===== src/rtl/mlr_pkg.sv =====
// shared definitions for the midpoint line rasterizer
// octant codes and command codes; no dependencies
package mlr_pkg;

  // octant of a line, named by the (major, minor) mapping from original (x, y)
  typedef enum logic [2:0] {
    OCT_XY   = 3'd0,
    OCT_YX   = 3'd1,
    OCT_YNX  = 3'd2,
    OCT_NXY  = 3'd3,
    OCT_NXNY = 3'd4,
    OCT_NYNX = 3'd5,
    OCT_NYX  = 3'd6,
    OCT_XNY  = 3'd7
  } octant_t;

  localparam logic FUNC_START   = 1'b0;
  localparam logic FUNC_ADVANCE = 1'b1;

endpackage


===== src/rtl/midpoint_line_rasterizer.sv =====
// Midpoint line rasterizer for all eight octants. A start transaction (func = 0)
// sets up a line from its two endpoints and yields the first pixel; each advance
// transaction (func = 1) yields the next pixel, with last_pixel set at the far
// endpoint. An advance with no line in progress yields nothing, and a start
// abandons any line in progress. One command is taken every clock while no pixel
// waits or the waiting pixel is taken, and its pixel appears in the output register
// on the next cycle; the rate is set by the decision update (one add and one
// compare) feeding the line state registers. Commands keep flowing while a pixel
// waits, as long as the pixel is taken in the same cycle.
// depends on mlr_pkg, mlr_setup, mlr_unmap
module midpoint_line_rasterizer #(
  parameter int COORD_BITS = 11
) (
  input  logic                         clk,
  input  logic                         rst,
  input  logic                         cmd_valid,
  output logic                         cmd_ready,
  input  logic                         func,
  input  logic signed [COORD_BITS-1:0] start_x,
  input  logic signed [COORD_BITS-1:0] start_y,
  input  logic signed [COORD_BITS-1:0] end_x,
  input  logic signed [COORD_BITS-1:0] end_y,
  output logic                         pix_valid,
  input  logic                         pix_ready,
  output logic signed [COORD_BITS-1:0] pixel_x,
  output logic signed [COORD_BITS-1:0] pixel_y,
  output logic                         last_pixel
);

  localparam int W = COORD_BITS + 1;
  localparam int D = COORD_BITS + 3;

  // line state
  mlr_pkg::octant_t    octant_code;
  logic signed [W-1:0] pos_major, pos_minor, end_major;
  logic signed [D-1:0] decision, step_east, step_northeast;
  logic                line_active;

  mlr_pkg::octant_t    octant_code_next;
  logic signed [W-1:0] pos_major_next, pos_minor_next, end_major_next;
  logic signed [D-1:0] decision_next, step_east_next, step_northeast_next;

  // setup results
  mlr_pkg::octant_t    su_octant;
  logic signed [W-1:0] su_pos_major, su_pos_minor, su_end_major;
  logic signed [D-1:0] su_decision, su_step_east, su_step_northeast;

  logic signed [COORD_BITS-1:0] map_x, map_y;
  logic                         accept, is_start, emit, last_next;

  mlr_setup #(.COORD_BITS(COORD_BITS)) u_setup (
    .start_x        (start_x),
    .start_y        (start_y),
    .end_x          (end_x),
    .end_y          (end_y),
    .octant         (su_octant),
    .pos_major      (su_pos_major),
    .pos_minor      (su_pos_minor),
    .end_major      (su_end_major),
    .decision       (su_decision),
    .step_east      (su_step_east),
    .step_northeast (su_step_northeast)
  );

  assign cmd_ready = !pix_valid || pix_ready;
  assign accept    = cmd_valid && cmd_ready;
  assign is_start  = (func == mlr_pkg::FUNC_START);
  assign emit      = is_start || line_active;

  always_comb begin
    octant_code_next    = octant_code;
    pos_major_next      = pos_major;
    pos_minor_next      = pos_minor;
    end_major_next      = end_major;
    decision_next       = decision;
    step_east_next      = step_east;
    step_northeast_next = step_northeast;
    if (is_start) begin
      octant_code_next    = su_octant;
      pos_major_next      = su_pos_major;
      pos_minor_next      = su_pos_minor;
      end_major_next      = su_end_major;
      decision_next       = su_decision;
      step_east_next      = su_step_east;
      step_northeast_next = su_step_northeast;
    end else begin
      pos_major_next = pos_major + W'(1);
      // positive decision means the northeast step
      if (decision > 0) begin
        pos_minor_next = pos_minor + W'(1);
        decision_next  = decision + step_northeast;
      end else begin
        decision_next  = decision + step_east;
      end
    end
  end

  assign last_next = (pos_major_next == end_major_next);

  mlr_unmap #(.COORD_BITS(COORD_BITS)) u_unmap (
    .octant (octant_code_next),
    .major  (pos_major_next),
    .minor  (pos_minor_next),
    .x      (map_x),
    .y      (map_y)
  );

  always_ff @(posedge clk) begin
    if (rst) begin
      octant_code    <= mlr_pkg::OCT_XY;
      pos_major      <= '0;
      pos_minor      <= '0;
      end_major      <= '0;
      decision       <= '0;
      step_east      <= '0;
      step_northeast <= '0;
      line_active    <= 1'b0;
    end else if (accept && emit) begin
      octant_code    <= octant_code_next;
      pos_major      <= pos_major_next;
      pos_minor      <= pos_minor_next;
      end_major      <= end_major_next;
      decision       <= decision_next;
      step_east      <= step_east_next;
      step_northeast <= step_northeast_next;
      line_active    <= !last_next;
    end
  end

  always_ff @(posedge clk) begin
    if (rst) begin
      pix_valid <= 1'b0;
    end else if (accept && emit) begin
      pix_valid <= 1'b1;
    end else if (pix_ready) begin
      pix_valid <= 1'b0;
    end
  end

  always_ff @(posedge clk) begin
    if (accept && emit) begin
      pixel_x    <= map_x;
      pixel_y    <= map_y;
      last_pixel <= last_next;
    end
  end

endmodule


===== src/rtl/mlr_setup.sv =====
// line setup: octant selection, first-octant endpoints and decision terms
// depends on mlr_pkg
module mlr_setup #(
  parameter int COORD_BITS = 11
) (
  input  logic signed [COORD_BITS-1:0] start_x,
  input  logic signed [COORD_BITS-1:0] start_y,
  input  logic signed [COORD_BITS-1:0] end_x,
  input  logic signed [COORD_BITS-1:0] end_y,
  output mlr_pkg::octant_t             octant,
  output logic signed [COORD_BITS:0]   pos_major,
  output logic signed [COORD_BITS:0]   pos_minor,
  output logic signed [COORD_BITS:0]   end_major,
  output logic signed [COORD_BITS+2:0] decision,
  output logic signed [COORD_BITS+2:0] step_east,
  output logic signed [COORD_BITS+2:0] step_northeast
);

  localparam int W = COORD_BITS + 1;

  function automatic logic signed [W-1:0] to_major(mlr_pkg::octant_t oc,
                                                   logic signed [W-1:0] x,
                                                   logic signed [W-1:0] y);
    logic signed [W-1:0] r;
    case (oc)
      mlr_pkg::OCT_XY:   r = x;
      mlr_pkg::OCT_YX:   r = y;
      mlr_pkg::OCT_YNX:  r = y;
      mlr_pkg::OCT_NXY:  r = -x;
      mlr_pkg::OCT_NXNY: r = -x;
      mlr_pkg::OCT_NYNX: r = -y;
      mlr_pkg::OCT_NYX:  r = -y;
      mlr_pkg::OCT_XNY:  r = x;
      default:           r = x;
    endcase
    return r;
  endfunction

  function automatic logic signed [W-1:0] to_minor(mlr_pkg::octant_t oc,
                                                   logic signed [W-1:0] x,
                                                   logic signed [W-1:0] y);
    logic signed [W-1:0] r;
    case (oc)
      mlr_pkg::OCT_XY:   r = y;
      mlr_pkg::OCT_YX:   r = x;
      mlr_pkg::OCT_YNX:  r = -x;
      mlr_pkg::OCT_NXY:  r = y;
      mlr_pkg::OCT_NXNY: r = -y;
      mlr_pkg::OCT_NYNX: r = -x;
      mlr_pkg::OCT_NYX:  r = x;
      mlr_pkg::OCT_XNY:  r = -y;
      default:           r = y;
    endcase
    return r;
  endfunction

  logic signed [W-1:0] x0, y0, x1, y1;
  logic signed [W-1:0] dx, dy;
  logic        [W-1:0] ax, ay;
  logic        [W-1:0] dmaj, dmin;
  logic                x_major;

  assign x0 = W'(start_x);
  assign y0 = W'(start_y);
  assign x1 = W'(end_x);
  assign y1 = W'(end_y);

  assign dx = x1 - x0;
  assign dy = y1 - y0;
  assign ax = dx[W-1] ? W'(-dx) : W'(dx);
  assign ay = dy[W-1] ? W'(-dy) : W'(dy);
  assign x_major = (ax >= ay);

  always_comb begin
    case ({dx[W-1], dy[W-1]})
      2'b00:   octant = x_major ? mlr_pkg::OCT_XY   : mlr_pkg::OCT_YX;
      2'b10:   octant = x_major ? mlr_pkg::OCT_NXY  : mlr_pkg::OCT_YNX;
      2'b11:   octant = x_major ? mlr_pkg::OCT_NXNY : mlr_pkg::OCT_NYNX;
      default: octant = x_major ? mlr_pkg::OCT_XNY  : mlr_pkg::OCT_NYX;
    endcase
  end

  assign pos_major = to_major(octant, x0, y0);
  assign pos_minor = to_minor(octant, x0, y0);
  assign end_major = to_major(octant, x1, y1);

  // in the first octant the deltas are just the larger and smaller magnitudes
  assign dmaj = x_major ? ax : ay;
  assign dmin = x_major ? ay : ax;

  assign step_east      = $signed({1'b0, dmin, 1'b0});
  assign decision       = $signed({1'b0, dmin, 1'b0}) - $signed({2'b00, dmaj});
  assign step_northeast = $signed({1'b0, dmin, 1'b0}) - $signed({1'b0, dmaj, 1'b0});

endmodule


===== src/rtl/mlr_unmap.sv =====
// maps a first-octant position back to the original frame
// depends on mlr_pkg
module mlr_unmap #(
  parameter int COORD_BITS = 11
) (
  input  mlr_pkg::octant_t             octant,
  input  logic signed [COORD_BITS:0]   major,
  input  logic signed [COORD_BITS:0]   minor,
  output logic signed [COORD_BITS-1:0] x,
  output logic signed [COORD_BITS-1:0] y
);

  localparam int W = COORD_BITS + 1;

  logic signed [W-1:0] xf, yf;

  always_comb begin
    case (octant)
      mlr_pkg::OCT_XY:   begin xf = major;  yf = minor;  end
      mlr_pkg::OCT_YX:   begin xf = minor;  yf = major;  end
      mlr_pkg::OCT_YNX:  begin xf = -minor; yf = major;  end
      mlr_pkg::OCT_NXY:  begin xf = -major; yf = minor;  end
      mlr_pkg::OCT_NXNY: begin xf = -major; yf = -minor; end
      mlr_pkg::OCT_NYNX: begin xf = -minor; yf = -major; end
      mlr_pkg::OCT_NYX:  begin xf = minor;  yf = -major; end
      mlr_pkg::OCT_XNY:  begin xf = major;  yf = -minor; end
      default:           begin xf = major;  yf = minor;  end
    endcase
  end

  assign x = xf[COORD_BITS-1:0];
  assign y = yf[COORD_BITS-1:0];

endmodule

===== config.mk =====
export PLATFORM = sky130hd
export DESIGN_NAME = midpoint_line_rasterizer
export DESIGN_NICKNAME = d
export VERILOG_FILES = /design/src/rtl/mlr_pkg.sv /design/src/rtl/midpoint_line_rasterizer.sv /design/src/rtl/mlr_setup.sv /design/src/rtl/mlr_unmap.sv
export SDC_FILE = /design/constraint.sdc
export NUM_CORES = 1
export LEC_CHECK = 0
export BUFFER_PORTS_ARGS = -buffer_cell sky130_fd_sc_hd__buf_4
export CORE_MARGIN = 2
export CORE_UTILIZATION = 50
export DETAILED_ROUTE_END_ITERATION = 6
export PLACE_DENSITY = 0.72
export SYNTH_ARGS = -nofsm -noshare
export SYNTH_HDL_FRONTEND = slang
export SYNTH_HIERARCHICAL = 1
export SYNTH_SLANG_ARGS = --single-unit

===== constraint.sdc =====
create_clock -name clk -period 10.8 [get_ports clk]
set_input_delay 2.16 -clock clk [delete_from_list [all_inputs] [get_ports clk]]
set_output_delay 2.16 -clock clk [all_outputs]
set_load 0.02 [all_outputs]

==> flow_metrics.tcl <==
set metrics [dict create \
    setup_viol 0 \
    slowest_delay_ns 0.66 \
    drive_above_1_share 0.103 \
    crit_fanout 28 \
    path_common_cell "nand2_1" \
    first_pass_iters 5 \
    rsz0062_at_grt "false" \
    globalplace.congestion 0.960 \
    synth_area_mm2 0.0130 \
    die-width_um 165 \
    relSlewSlack 0.225 \
    grt_pass1_wl_um 63500 \
    final.setup.tns_ns 0 \
    criticalPathCategory "primary input to flip-flop" \
    startpoint_type "primary input" \
    syn_area_per_cell_um2 7.17 \
    ctsResizeCount 0 \
    dp_hpwl_um 29700 \
    ys_warn_count 6 \
    grt_max_degree 84 \
    fmax_ghz 0.101 \
    crit_buf_inv 3 \
    grt_pass1_vias 12200 \
    cts-buffers-inserted 9 \
    period_share 0.919 \
    routed-wl-met2_um 18200 \
    crit_required_ns 11.02 \
    clkTransAtPathRegs_ns 0.07 \
    cts_sinks 105 \
    track_usage 0.289 \
    grt.overflow.total 0 \
    ant_nets 0 \
    io_pins 74 \
    cp_slowest_cell "a2111oi_0" \
    remaining_drc_errors 0 \
    cts.htree.levels 3 \
    routed.top_layer "met4" \
    fp-row-count 58 \
    nets 1938 \
    multi_input_area_mm2 0.00979 \
    wl_met1_um 17800 \
    wl_um 39600 \
    finalWorstPathRequiredPeriod_ns 9.92 \
    area_delta_synth_final_pct 6.92 \
    clock_latency_ns 0.36 \
    crit_arrival_ns 10.14 \
    drv_cap 0 \
    num_antenna_cells 0 \
    p_leak_nw 5.43 \
    fillerInstances 2469 \
    vias 13500 \
    outcome "finished clean" \
    wl_met3_um 2460 \
    crit_family "compound AO/OA/AOI/OAI gates" \
    cts_root_buf "clkbuf_16" \
    netlist_instances 1810 \
    fin_skew_ns 0.0116 \
    die_h_um 165 \
    hold_viol_final 0 \
    maxSlewViolCount 0 \
    endpoint_kind "flip-flop" \
    fp.dieArea_mm2 0.0273 \
    start_util 0.512 \
    place_area_mm2 0.0136 \
    seq_area_mm2 0.00233 \
    cts-hold-fix-buffers 0 \
    clockBufferDepth 2 \
    detail_route.wl_per_cell_um 18.4 \
    io_buffers 73 \
    first_iter_violations 1365 \
    coreArea_mm2 0.0253 \
    antenna_found_initial 0 \
    power.density_mw_per_mm2 288 \
    cts_setup_buffers 0 \
    ir_worst_vdd_v 0.000210 \
    cts_tree "done" \
    vias_per_cell 6.30 \
    tightest_slew_ns 1.16 \
    final_cell_area_mm2 0.0139 \
    hold_path_class "flip-flop to flip-flop" \
]
==> placed cells by master (no fill, tap or decap), types with 52 or more instances in the layout <==
master and count:
nand2_1 246, nor3_1 52, nor2_1 157, buf_4 102, inv_1 74, xnor2_1 72, o21ai_0 74, a21oi_1 201
nand3_1 54, dfxtp_1 82, ha_1 71
==> power breakdown <==
| part | internal, mW | switching (mW) | leakage, nW |
|---|---|---|---|
| combinational | 1.20 | 1.93 | 4.41 |
| clock | 0.158 | 0.156 | 0.130 |
| sequential | 0.496 | 0.0464 | 0.888 |
==> flip-flops by register name, indices dropped and copies added, names as in the netlist <==
name / flops
pixel_y: 11
step_northeast: 14
pix_valid: 1
end_major: 12
decision: 14
octant_code: 3
pixel_x: 11
last_pixel: 1
pos_minor: 11
step_east: 14
line_active: 1
pos_major: 12
==> layout make-up <==
cell class,instances,share of cell area
clock buffer,10,0.0165
clock inverter,6,0.00316
inverter,81,0.0219
multi-input combinational,1515,0.705
sequential,105,0.168
tap,330,0.0298
timing repair buffer,102,0.0552
==> worst reg2reg max path: cells and delay by family (launching register included) <==
family | cells | cell delay (ns)
compound gates | 4 | 1.43
xor+xnor | 1 | 0.15
mux | 1 | 0.49
simple gates | 2 | 0.88
flops | 1 | 0.35
buf+inv | 1 | 0.27
==> routing by layer <==
| layer | up-vias | global-route usage |
|---|---|---|
| met4 | 0 | 0.0929 |
| met3 | 67 | 0.0350 |
| met1 | 6369 | 0.395 |
| met2 | 498 | 0.473 |
| li1 | 6603 | - |
| met5 | - | 0 |
==> through the flow <==
step	util	total power [mW]	hold slack [ns]	setup WS, ns	std cells
2_1_floorplan	-	2.90	0.433	1.64	1812
3_3_place_gp	0.537	3.57	0.438	0.880	2133
3_5_place_dp	0.537	3.61	0.444	0.665	2133
4_1_cts	0.548	3.95	0.454	1.02	2149
5_1_grt	0.548	4.32	0.474	0.319	2149
6_report	0.548	3.99	0.453	0.878	2149
==> worst paths after layout <==
kind	from	end	slack, ns	cells after the start
worst min-delay path	step_east[1]$_SDFFE_PP0P_	step_east[1]$_SDFFE_PP0P_	0.45	2
worst max-delay path	end_x[0]	decision[10]$_SDFFE_PP0P_	0.88	33
worst max register to register	decision[1]$_SDFFE_PP0P_	pixel_y[6]$_DFFE_PP_	6.99	9
worst min register to register	step_east[1]$_SDFFE_PP0P_	step_east[1]$_SDFFE_PP0P_	0.45	2
(Power assumes the default switching activity.)
